==> src/sls_pkg.sv <==
// Shared constants, codes and types of the stair light sequencer.
package sls_pkg;

  localparam int LEDS_PER_STEP = 6;
  localparam int STEP_COUNT    = 3;
  localparam int LED_TOTAL     = LEDS_PER_STEP * STEP_COUNT;

  localparam int OUT_W    = 36;
  localparam int OUT_LEDS = (LED_TOTAL < OUT_W / 2) ? LED_TOTAL : OUT_W / 2;

  localparam int FP_W = (LED_TOTAL > 1) ? $clog2(LED_TOTAL) : 1;
  localparam int SP_W = $clog2(STEP_COUNT + 1);

  localparam int MODE_W     = 3;
  localparam int ELAPSED_W  = 16;
  localparam int TIMEOUT_W  = 16;
  localparam int FILL_IV_W  = 8;
  localparam int WIPE_IV_W  = 16;
  localparam int CFG_IDX_W  = 2;
  localparam int CFG_DATA_W = 16;

  localparam logic [MODE_W-1:0] MODE_IDLE      = 3'd0;
  localparam logic [MODE_W-1:0] MODE_FILL_UP   = 3'd1;
  localparam logic [MODE_W-1:0] MODE_FILL_DOWN = 3'd2;
  localparam logic [MODE_W-1:0] MODE_WIPE_UP   = 3'd3;
  localparam logic [MODE_W-1:0] MODE_WIPE_DOWN = 3'd4;

  localparam logic [1:0] COL_OFF   = 2'd0;
  localparam logic [1:0] COL_WHITE = 2'd1;
  localparam logic [1:0] COL_GLOW  = 2'd2;

  localparam logic [CFG_IDX_W-1:0] CFG_TIMEOUT = 2'd0;
  localparam logic [CFG_IDX_W-1:0] CFG_FILL_IV = 2'd1;
  localparam logic [CFG_IDX_W-1:0] CFG_WIPE_IV = 2'd2;

  localparam logic [TIMEOUT_W-1:0] TIMEOUT_RST = 16'd10000;
  localparam logic [FILL_IV_W-1:0] FILL_IV_RST = 8'd5;
  localparam logic [WIPE_IV_W-1:0] WIPE_IV_RST = 16'd1000;

  typedef struct packed {
    logic [TIMEOUT_W-1:0] timeout_ticks;
    logic [FILL_IV_W-1:0] fill_interval;
    logic [WIPE_IV_W-1:0] wipe_interval;
  } sls_cfg_t;

  typedef struct packed {
    logic [MODE_W-1:0]              mode;
    logic [ELAPSED_W-1:0]           elapsed;
    logic [FP_W-1:0]                fill_ptr;
    logic [SP_W-1:0]                step_ptr;
    logic [FILL_IV_W-1:0]           fill_phase;
    logic [WIPE_IV_W-1:0]           wipe_phase;
    logic [LED_TOTAL-1:0][1:0]      leds;
  } sls_state_t;

  typedef struct packed {
    logic [OUT_W-1:0]  led_colours;
    logic [MODE_W-1:0] mode_now;
    logic              idle_glow;
  } sls_result_t;

endpackage

==> src/sls_in_if.sv <==
// Input channel: one tick with both sensor levels.
interface sls_in_if;
  logic valid;
  logic ready;
  logic bottom_sensor;
  logic top_sensor;

  modport source (output valid, output bottom_sensor, output top_sensor, input ready);
  modport sink   (input valid, input bottom_sensor, input top_sensor, output ready);
endinterface

==> src/sls_out_if.sv <==
// Result channel: LED colours, mode and glow flag for one tick.
interface sls_out_if;
  logic                              valid;
  logic                              ready;
  logic [sls_pkg::OUT_W-1:0]         led_colours;
  logic [sls_pkg::MODE_W-1:0]        mode_now;
  logic                              idle_glow;

  modport source (output valid, output led_colours, output mode_now, output idle_glow,
                  input ready);
  modport sink   (input valid, input led_colours, input mode_now, input idle_glow,
                  output ready);
endinterface

==> src/sls_cfg_if.sv <==
// Configuration write channel: register index and write data.
interface sls_cfg_if;
  logic                            valid;
  logic                            ready;
  logic [sls_pkg::CFG_IDX_W-1:0]   index;
  logic [sls_pkg::CFG_DATA_W-1:0]  data;

  modport source (output valid, output index, output data, input ready);
  modport sink   (input valid, input index, input data, output ready);
endinterface

==> src/sls_tick.sv <==
// Next-state and result logic for one tick of the sequencer.
module sls_tick (
  input  sls_pkg::sls_state_t  st_i,
  input  logic                 bottom_i,
  input  logic                 top_i,
  input  sls_pkg::sls_cfg_t    cfg_i,
  output sls_pkg::sls_state_t  st_o,
  output sls_pkg::sls_result_t res_o
);

  localparam logic [sls_pkg::FP_W-1:0] LAST_LED = sls_pkg::FP_W'(sls_pkg::LED_TOTAL - 1);

  logic [sls_pkg::MODE_W-1:0]      mode;
  logic [sls_pkg::ELAPSED_W-1:0]   elapsed;
  logic [sls_pkg::FILL_IV_W:0]     fill_next;
  logic [sls_pkg::FILL_IV_W-1:0]   fill_lim;
  logic [sls_pkg::WIPE_IV_W:0]     wipe_next;
  logic [sls_pkg::WIPE_IV_W-1:0]   wipe_lim;
  logic                            fill_fire;
  logic                            wipe_fire;
  logic                            glow;
  logic [sls_pkg::FP_W-1:0]        fpc;
  logic [sls_pkg::LED_TOTAL-1:0][1:0] leds;

  always_comb begin
    st_o = st_i;

    // saturating elapsed count
    elapsed = (st_i.elapsed == '1) ? st_i.elapsed : st_i.elapsed + 16'd1;
    mode    = st_i.mode;

    if (bottom_i && mode != sls_pkg::MODE_FILL_DOWN) begin
      mode    = sls_pkg::MODE_FILL_UP;
      elapsed = '0;
    end
    if (top_i && mode != sls_pkg::MODE_FILL_UP) begin
      mode    = sls_pkg::MODE_FILL_DOWN;
      elapsed = '0;
    end
    if ((mode == sls_pkg::MODE_FILL_UP || mode == sls_pkg::MODE_FILL_DOWN) &&
        elapsed > cfg_i.timeout_ticks) begin
      mode = mode + 3'd2;
    end

    leds = st_i.leds;
    glow = !bottom_i && !top_i && mode == sls_pkg::MODE_IDLE;
    if (glow) begin
      elapsed       = '0;
      st_o.fill_ptr = '0;
      st_o.step_ptr = '0;
      for (int i = 0; i < sls_pkg::LED_TOTAL; i++) begin
        if (i % sls_pkg::LEDS_PER_STEP == 0 ||
            i % sls_pkg::LEDS_PER_STEP == sls_pkg::LEDS_PER_STEP - 1) begin
          leds[i] = sls_pkg::COL_GLOW;
        end
      end
    end

    // free-running phases; an interval of zero behaves as one
    fill_lim  = (cfg_i.fill_interval == '0) ? 8'd1 : cfg_i.fill_interval;
    fill_next = {1'b0, st_i.fill_phase} + 9'd1;
    fill_fire = fill_next >= {1'b0, fill_lim};
    st_o.fill_phase = fill_fire ? '0 : fill_next[sls_pkg::FILL_IV_W-1:0];

    wipe_lim  = (cfg_i.wipe_interval == '0) ? 16'd1 : cfg_i.wipe_interval;
    wipe_next = {1'b0, st_i.wipe_phase} + 17'd1;
    wipe_fire = wipe_next >= {1'b0, wipe_lim};
    st_o.wipe_phase = wipe_fire ? '0 : wipe_next[sls_pkg::WIPE_IV_W-1:0];

    fpc = (int'(st_i.fill_ptr) < sls_pkg::LED_TOTAL) ? st_i.fill_ptr : LAST_LED;

    if (mode == sls_pkg::MODE_FILL_UP || mode == sls_pkg::MODE_FILL_DOWN) begin
      st_o.step_ptr = '0;
      if (fill_fire) begin
        for (int i = 0; i < sls_pkg::LED_TOTAL; i++) begin
          if (mode == sls_pkg::MODE_FILL_UP) begin
            if (i <= int'(fpc)) leds[i] = sls_pkg::COL_WHITE;
          end else begin
            if (i >= sls_pkg::LED_TOTAL - 1 - int'(fpc)) leds[i] = sls_pkg::COL_WHITE;
          end
        end
        st_o.fill_ptr = (fpc < LAST_LED) ? fpc + sls_pkg::FP_W'(1) : fpc;
      end
    end else if (mode == sls_pkg::MODE_WIPE_UP || mode == sls_pkg::MODE_WIPE_DOWN) begin
      if (wipe_fire) begin
        if (int'(st_i.step_ptr) < sls_pkg::STEP_COUNT) begin
          for (int i = 0; i < sls_pkg::LED_TOTAL; i++) begin
            if (mode == sls_pkg::MODE_WIPE_UP) begin
              if (i / sls_pkg::LEDS_PER_STEP <= int'(st_i.step_ptr))
                leds[i] = sls_pkg::COL_OFF;
            end else begin
              if (i / sls_pkg::LEDS_PER_STEP >= sls_pkg::STEP_COUNT - 1 - int'(st_i.step_ptr))
                leds[i] = sls_pkg::COL_OFF;
            end
          end
          st_o.step_ptr = st_i.step_ptr + sls_pkg::SP_W'(1);
        end else begin
          mode = sls_pkg::MODE_IDLE;
        end
      end
    end

    st_o.mode    = mode;
    st_o.elapsed = elapsed;
    st_o.leds    = leds;

    res_o = '0;
    for (int i = 0; i < sls_pkg::OUT_LEDS; i++) begin
      res_o.led_colours[2*i +: 2] = leds[i];
    end
    res_o.mode_now  = mode;
    res_o.idle_glow = glow;
  end

endmodule

==> src/stair_light_sequencer.sv <==
// Top level of the staircase LED strip sequencer.
//
// Usage: send one item on in_ch for every millisecond tick, carrying the
// bottom and top motion sensor levels. Each tick yields exactly one result
// on out_ch: the colour code of every LED (two bits each, LED 0 lowest),
// the mode after the tick and whether the idle glow was applied.
// cfg_ch writes timeout_ticks (index 0), fill_interval (index 1) and
// wipe_interval (index 2); it is always ready and other indexes are dropped.
// Write configuration only while no tick is in flight.
//
// The input register loads at the transfer edge and the single-pass tick
// logic fills the result register from it once that register is free or
// its result is taken, and the result transfers from there.
// Throughput is one tick per cycle while the receiver takes results; the
// state update sits between those two registers.
// Reset clears the mode to idle, all counters and phases to zero, all LEDs
// to off and the registers to 10000, 5 and 1000.
// When the receiver stalls, the result register holds and the input
// register still takes one more tick; after that in_ch.ready drops.
module stair_light_sequencer (
  input logic      clk,
  input logic      rst_n,
  sls_in_if.sink   in_ch,
  sls_out_if.source out_ch,
  sls_cfg_if.sink  cfg_ch
);

  logic                 in_valid_r;
  logic                 in_bot_r;
  logic                 in_top_r;
  logic                 out_valid_r;
  logic                 advance;
  sls_pkg::sls_state_t  st_r;
  sls_pkg::sls_state_t  st_nxt;
  sls_pkg::sls_cfg_t    cfg_r;
  sls_pkg::sls_result_t out_r;
  sls_pkg::sls_result_t out_nxt;

  assign advance      = in_valid_r && (!out_valid_r || out_ch.ready);
  assign in_ch.ready  = !in_valid_r || advance;
  assign cfg_ch.ready = 1'b1;

  sls_tick u_tick (
    .st_i     (st_r),
    .bottom_i (in_bot_r),
    .top_i    (in_top_r),
    .cfg_i    (cfg_r),
    .st_o     (st_nxt),
    .res_o    (out_nxt)
  );

  always_ff @(posedge clk) begin
    if (!rst_n) begin
      in_valid_r          <= 1'b0;
      out_valid_r         <= 1'b0;
      st_r                <= '0;
      cfg_r.timeout_ticks <= sls_pkg::TIMEOUT_RST;
      cfg_r.fill_interval <= sls_pkg::FILL_IV_RST;
      cfg_r.wipe_interval <= sls_pkg::WIPE_IV_RST;
    end else begin
      if (in_ch.valid && in_ch.ready) begin
        in_valid_r <= 1'b1;
      end else if (advance) begin
        in_valid_r <= 1'b0;
      end
      if (advance) begin
        out_valid_r <= 1'b1;
        st_r        <= st_nxt;
      end else if (out_ch.ready) begin
        out_valid_r <= 1'b0;
      end
      if (cfg_ch.valid) begin
        case (cfg_ch.index)
          sls_pkg::CFG_TIMEOUT: cfg_r.timeout_ticks <= cfg_ch.data;
          sls_pkg::CFG_FILL_IV: cfg_r.fill_interval <= cfg_ch.data[sls_pkg::FILL_IV_W-1:0];
          sls_pkg::CFG_WIPE_IV: cfg_r.wipe_interval <= cfg_ch.data;
          default: ;
        endcase
      end
    end
  end

  // payload registers, no reset
  always_ff @(posedge clk) begin
    if (in_ch.valid && in_ch.ready) begin
      in_bot_r <= in_ch.bottom_sensor;
      in_top_r <= in_ch.top_sensor;
    end
    if (advance) begin
      out_r <= out_nxt;
    end
  end

  assign out_ch.valid       = out_valid_r;
  assign out_ch.led_colours = out_r.led_colours;
  assign out_ch.mode_now    = out_r.mode_now;
  assign out_ch.idle_glow   = out_r.idle_glow;

  a_advance_fills_out: assert property (@(posedge clk) disable iff (!rst_n)
    advance |=> out_valid_r)
    else $error("tick advanced but no result became valid");

  a_state_moves_on_advance: assert property (@(posedge clk) disable iff (!rst_n)
    !advance |=> $stable(st_r))
    else $error("sequencer state changed without a tick");

  a_quiet_idle_glows: assert property (@(posedge clk) disable iff (!rst_n)
    advance && !in_bot_r && !in_top_r && st_r.mode == sls_pkg::MODE_IDLE
    |=> out_r.idle_glow && out_r.mode_now == sls_pkg::MODE_IDLE)
    else $error("quiet tick in idle did not apply glow");

endmodule
==> src/flat_wrapper.sv <==
// flat-port wrapper written by rule: the top's interface ports become plain ports
module stair_light_sequencer_flat 
  (clk, rst_n, in_ch_valid, in_ch_bottom_sensor, in_ch_top_sensor, in_ch_ready, out_ch_valid, out_ch_led_colours, out_ch_mode_now, out_ch_idle_glow, out_ch_ready, cfg_ch_valid, cfg_ch_index, cfg_ch_data, cfg_ch_ready);
  sls_in_if in_ch_i ();
  sls_out_if out_ch_i ();
  sls_cfg_if cfg_ch_i ();
  input logic clk;
  input logic rst_n;
  input wire logic [$bits(in_ch_i.valid)-1:0] in_ch_valid;
  input wire logic [$bits(in_ch_i.bottom_sensor)-1:0] in_ch_bottom_sensor;
  input wire logic [$bits(in_ch_i.top_sensor)-1:0] in_ch_top_sensor;
  output wire logic [$bits(in_ch_i.ready)-1:0] in_ch_ready;
  output wire logic [$bits(out_ch_i.valid)-1:0] out_ch_valid;
  output wire logic [$bits(out_ch_i.led_colours)-1:0] out_ch_led_colours;
  output wire logic [$bits(out_ch_i.mode_now)-1:0] out_ch_mode_now;
  output wire logic [$bits(out_ch_i.idle_glow)-1:0] out_ch_idle_glow;
  input wire logic [$bits(out_ch_i.ready)-1:0] out_ch_ready;
  input wire logic [$bits(cfg_ch_i.valid)-1:0] cfg_ch_valid;
  input wire logic [$bits(cfg_ch_i.index)-1:0] cfg_ch_index;
  input wire logic [$bits(cfg_ch_i.data)-1:0] cfg_ch_data;
  output wire logic [$bits(cfg_ch_i.ready)-1:0] cfg_ch_ready;
  assign in_ch_i.valid = in_ch_valid;
  assign in_ch_i.bottom_sensor = in_ch_bottom_sensor;
  assign in_ch_i.top_sensor = in_ch_top_sensor;
  assign in_ch_ready = in_ch_i.ready;
  assign out_ch_valid = out_ch_i.valid;
  assign out_ch_led_colours = out_ch_i.led_colours;
  assign out_ch_mode_now = out_ch_i.mode_now;
  assign out_ch_idle_glow = out_ch_i.idle_glow;
  assign out_ch_i.ready = out_ch_ready;
  assign cfg_ch_i.valid = cfg_ch_valid;
  assign cfg_ch_i.index = cfg_ch_index;
  assign cfg_ch_i.data = cfg_ch_data;
  assign cfg_ch_ready = cfg_ch_i.ready;
  stair_light_sequencer u_core (.clk(clk), .rst_n(rst_n), .in_ch(in_ch_i), .out_ch(out_ch_i), .cfg_ch(cfg_ch_i));
endmodule
==> config.mk <==
export PLATFORM = sky130hd
export DESIGN_NAME = stair_light_sequencer_flat
export DESIGN_NICKNAME = d
export VERILOG_FILES = /design/src/sls_pkg.sv /design/src/sls_in_if.sv /design/src/sls_out_if.sv /design/src/sls_cfg_if.sv /design/src/sls_tick.sv /design/src/stair_light_sequencer.sv /design/src/flat_wrapper.sv
export SDC_FILE = /design/constraint.sdc
export NUM_CORES = 1
export LEC_CHECK = 0
export BUFFER_PORTS_ARGS = -buffer_cell sky130_fd_sc_hd__buf_2
export CAP_MARGIN = 10
export CORE_MARGIN = 3
export CORE_UTILIZATION = 45
export CTS_BUF_LIST = sky130_fd_sc_hd__clkbuf_16
export CTS_CLUSTER_SIZE = 25
export DETAILED_ROUTE_END_ITERATION = 10
export GPL_ROUTABILITY_DRIVEN = 0
export GPL_TIMING_DRIVEN = 0
export PLACE_DENSITY = 0.66
export SLEW_MARGIN = 25
export SYNTH_ARGS = -nofsm -noshare
export SYNTH_HDL_FRONTEND = slang
export SYNTH_SLANG_ARGS = --single-unit
==> constraint.sdc <==
create_clock -name clk -period 6.5 [get_ports clk]
set_input_delay 0 -clock clk [delete_from_list [all_inputs] [get_ports clk]]
set_output_delay 0 -clock clk [all_outputs]
set_load 0.1 [all_outputs]
==> key figures <==
GRT
  • GR Layer Usage met2: 0.361
  • Grt ovf: 0
  • GRT Util Overall: 0.224
  • Met3 GRT Util: 0.0394
  • Gr busiest metal: met2
  • Met1 usage: 0.298
  • First-pass GRT wire length: 42,700 µm
  • Antenna violations before repair: 1
  • Largest net degree at the start of global routing: 50
  • Vias in the first global route: 8,149

Floorplanning
  • Die area: 0.0235 mm²
  • Die X: 153 µm
  • Die Y: 153 µm
  • Initial Util: 0.461
  • # rows: 53
  • I/O pin count: 68
  • Core Region: 0.0212 mm²

Setup path
  • Worst Setup SP: u_core.in_bot_r
  • Worst setup endpoint: u_core.out_ch.led_colours[9]
  • Reg2reg path depth: 19
  • Top delay family on crit path: simple AND/OR/NAND/NOR gates
  • CP required: 6.69 ns
  • Reg2reg end: u_core.out_ch.led_colours[9]
  • Largest stage delay on the critical path: 0.50 ns
  • CP cell instances: clkbuf_1 > inv_1 > a31oi_1 > nor2_1 > nor2_1 > clkbuf_1 > nor2_1 > ha_1 > nand4_2 > nor2_1 > or4_4 > o21ai_2 > buf_6 > mux2i_4 > nand3_4 > mux2i_2 > buf_4 > nor2_1 > and2_1
  • Crit Path Category: reg -> reg
  • CP max stage cell: or4_4
  • Worst r2r src: u_core.in_bot_r
  • CP startpoint kind: flip-flop
  • WP buf/inv: 5
  • FF-to-FF setup slack: 1.12 ns
  • Crit-path max FO: 10
  • Most common cell on crit path: nor2_1
  • Number of cells on the critical path: 19
  • Crit. End Element: flip-flop
  • Critical path arrival: 5.57 ns

STA
  • Fin crit period: 5.38 ns
  • Final Max Slew Viols: 0
  • Least-Margin Pin Slew: 1.11 ns
  • Rel. slew slack: 0.251
  • Final period utilization: 0.827
  • Setup-failing EPs final: 0
  • Fmax: 186 MHz
  • RSZ-0062 raised after global routing: false
  • Max Clock Skew: 0.0108 ns
  • Fin Setup TNS: 0 ns
  • Hold Fails Final Rpt: 0

Clock network
  • Root cell of the clock tree: clkbuf_16
  • Post CTS Setup Buffer Count: 0
  • Htree depth: 4
  • CTS tree: done
  • Max clock buf depth: 2
  • Clock transition at path regs: 0.07 ns
  • Post-CTS Resized: 0
  • Count of hold-fix buffers inserted at cts: 23
  • Worst-skew pair later-pin latency: 0.44 ns
  • Sink Count: 170
  • CTS buffer count: 17

Pwr
  • Leakage: 4.65 nW
  • Maximum vdd drop: 0.000181 V
  • Total power: 2.46 mW
  • Power Density: 218 mW/mm²

Route
  • WL per Instance: 17.1 µm
  • Remaining DRCs: 0
  • Vias per Instance: 5.59
  • Iteration-0 DRC Markers: 650
  • DRT antenna net count: 0
  • Final wirelength: 26,300 µm
  • Drt pass-1 iters: 5
  • Vias: 8,611

Flow run
  • Max-Cap Viols: 0

Layout
  • Most common cell after layout, fill and taps aside: nand2_1
  • Antenna diode count: 0
  • Final-stage net count: 1,333
  • Layout cells sized above 1: 0.105
  • Cell Count, Final, Fillers Out: 1,540
  • Final Cell Area: 0.0113 mm²
  • Area grow syn2layout: 15.3%
  • Core Util, Final: 0.531
  • Commonest non-fill, non-tap cells in the layout: 148 x nand2_1, 128 x dfxtp_1, 79 x a21oi_1, 78 x nor2_1, 69 x buf_2

Worst hold path
  • HP Start: cfg_ch_index[0]
  • Hold crit path type: in -> reg

Yosys
  • Distinct cell type count after synthesis: 80
  • Average size of a mapped cell: 8.54 µm²
  • Post-Synth Adder-Cell Area: 0.0716
  • Simple-gate share of the synthesized area: 0.224
  • Dominant synthesized flop cell: dfxtp_1
  • Register bit count reported by yosys: 170
  • Post-synthesis compound-gate area fraction: 0.203
  • Post-synthesis sequential area ratio: 0.391
  • Post-synth EDFFs: 42
  • Asr flop ratio synth: 0
  • Synth Area in XOR/XNOR: 0.0286
  • Post-Syn Area: 0.00978 mm²
  • Main combinational cell family by area after synthesis: simple AND/OR/NAND/NOR gates
  • Post-Syn Nets: 1,226
  • Fraction of synthesized area in multiplexers: 0.0278
  • Syn Inst Count: 1,145
  • YS warnings: 0

Place
  • Detailed Place HPWL: 19,400 µm
  • Placed Cells: 1,485
  • Input/output buffers: 65
  • Area after DPL: 0.0105 mm²

Outcome
  • Status: finished, final reports clean
## power by group
group / leakage, nW / internal, mW / switching (mW) / total [mW]
Combinational: 2.92 / 0.0765 / 0.225 / 0.301
Sequential: 1.43 / 1.11 / 0.0119 / 1.12
Clock: 0.295 / 0.576 / 0.465 / 1.04
Total: 4.65 / 1.76 / 0.701 / 2.46
## registers in the layout (all words and copies together) (netlist names)
register	count
u_core.st_r	86
u_core.cfg_r	40
u_core.out_ch.led_colours	36
u_core.out_ch.mode_now	3
u_core.in_bot_r	1
u_core.in_top_r	1
u_core.in_valid_r	1
u_core.out_ch.idle_glow	1
u_core.out_ch.valid	1
## worst min path at each step
| stage | cells past startpoint | to | slack, ns |
|---|---|---|---|
| finish | 4 | u_core.cfg_r[39] | 0.06 |
| global route | 2 | u_core.cfg_r[4] | 0.09 |
| CTS | 4 | u_core.cfg_r[39] | 0.03 |
| detailed placement | 1 | u_core.in_top_r | 0.19 |
| global placement | 1 | u_core.in_bot_r | 0.19 |
| floorplan | 0 | u_core.in_bot_r | 0.1 |
## synthesized netlist by cell type (3+ instances only)
cell type	count	area share
ha_1	56	0.072
nand3_1	34	0.017
mux2i_1	16	0.016
xnor2_1	11	0.0098
o211a_1	8	0.0082
or3_1	4	0.0026
a22oi_1	15	0.012
nor3b_1	7	0.0054
a32o_1	4	0.0041
o21a_1	15	0.012
o221a_2	3	0.0035
xor2_1	21	0.019
nor4_1	10	0.0064
edfxtp_1	42	0.13
a21o_1	9	0.0069
a21boi_0	38	0.029
nand2_1	148	0.057
or2_2	3	0.0019
buf_1	4	0.0015
a211oi_1	8	0.0061
inv_1	67	0.026
and2_1	17	0.011
a31oi_1	7	0.0045
dfxtp_1	128	0.26
nand2b_1	12	0.0077
nor2b_1	42	0.027
o31ai_1	5	0.0038
o21ai_0	48	0.025
nor2_1	78	0.030
a21oi_1	79	0.040
o211ai_1	18	0.014
nand3b_1	7	0.0054
o311ai_1	4	0.0036
clkbuf_1	50	0.019
buf_2	4	0.0020
nor3_1	20	0.010
nand4_1	13	0.0083
o21ai_1	5	0.0026
and3_1	26	0.017
o22ai_1	6	0.0038
## layout make-up
type                       instances  area (µm²)
buffer                            62         264
clock buffer                      17         425
clock inverter                    15         164
fill                            1997        9940
inverter                          69         259
multi-input combinational        844        5440
sequential                       170        3820
tap                              275         344
timing repair buffer              88         556
## per-layer routing
| layer | vias up | share of wire |
|---|---|---|
| met3 | 55 | 0.058 |
| met5 | - | 0.00050 |
| met2 | 286 | 0.45 |
| met1 | 3983 | 0.45 |
| met4 | 2 | 0.034 |
| li1 | 4285 | - |
## kinds of logic after synthesis
group | count (synthesis)
adder cells (fa/ha/maj) | 56
AO/OA/AOI/OAI | 296
buffers and inverters | 131
flip-flops | 170
other | 1
AND/OR/NAND/NOR | 436
multiplexers | 23
XOR/XNOR | 32
## worst min-delay path, cell delays in order
cell      delay, ns
buf_2          0.12
or3b_2         0.14
nand2_1        0.04
a21boi_0       0.15
## stage by stage
stage          hold slack [ns]  worst slack, ns
3_3_place_gp             0.186             1.20
2_1_floorplan           0.0989             2.16
3_5_place_dp             0.187             1.19
6_report                0.0634             1.12
4_1_cts                 0.0287             1.18
5_1_grt                 0.0855            0.784
Note: power is estimated with default switching activity, not from simulation.
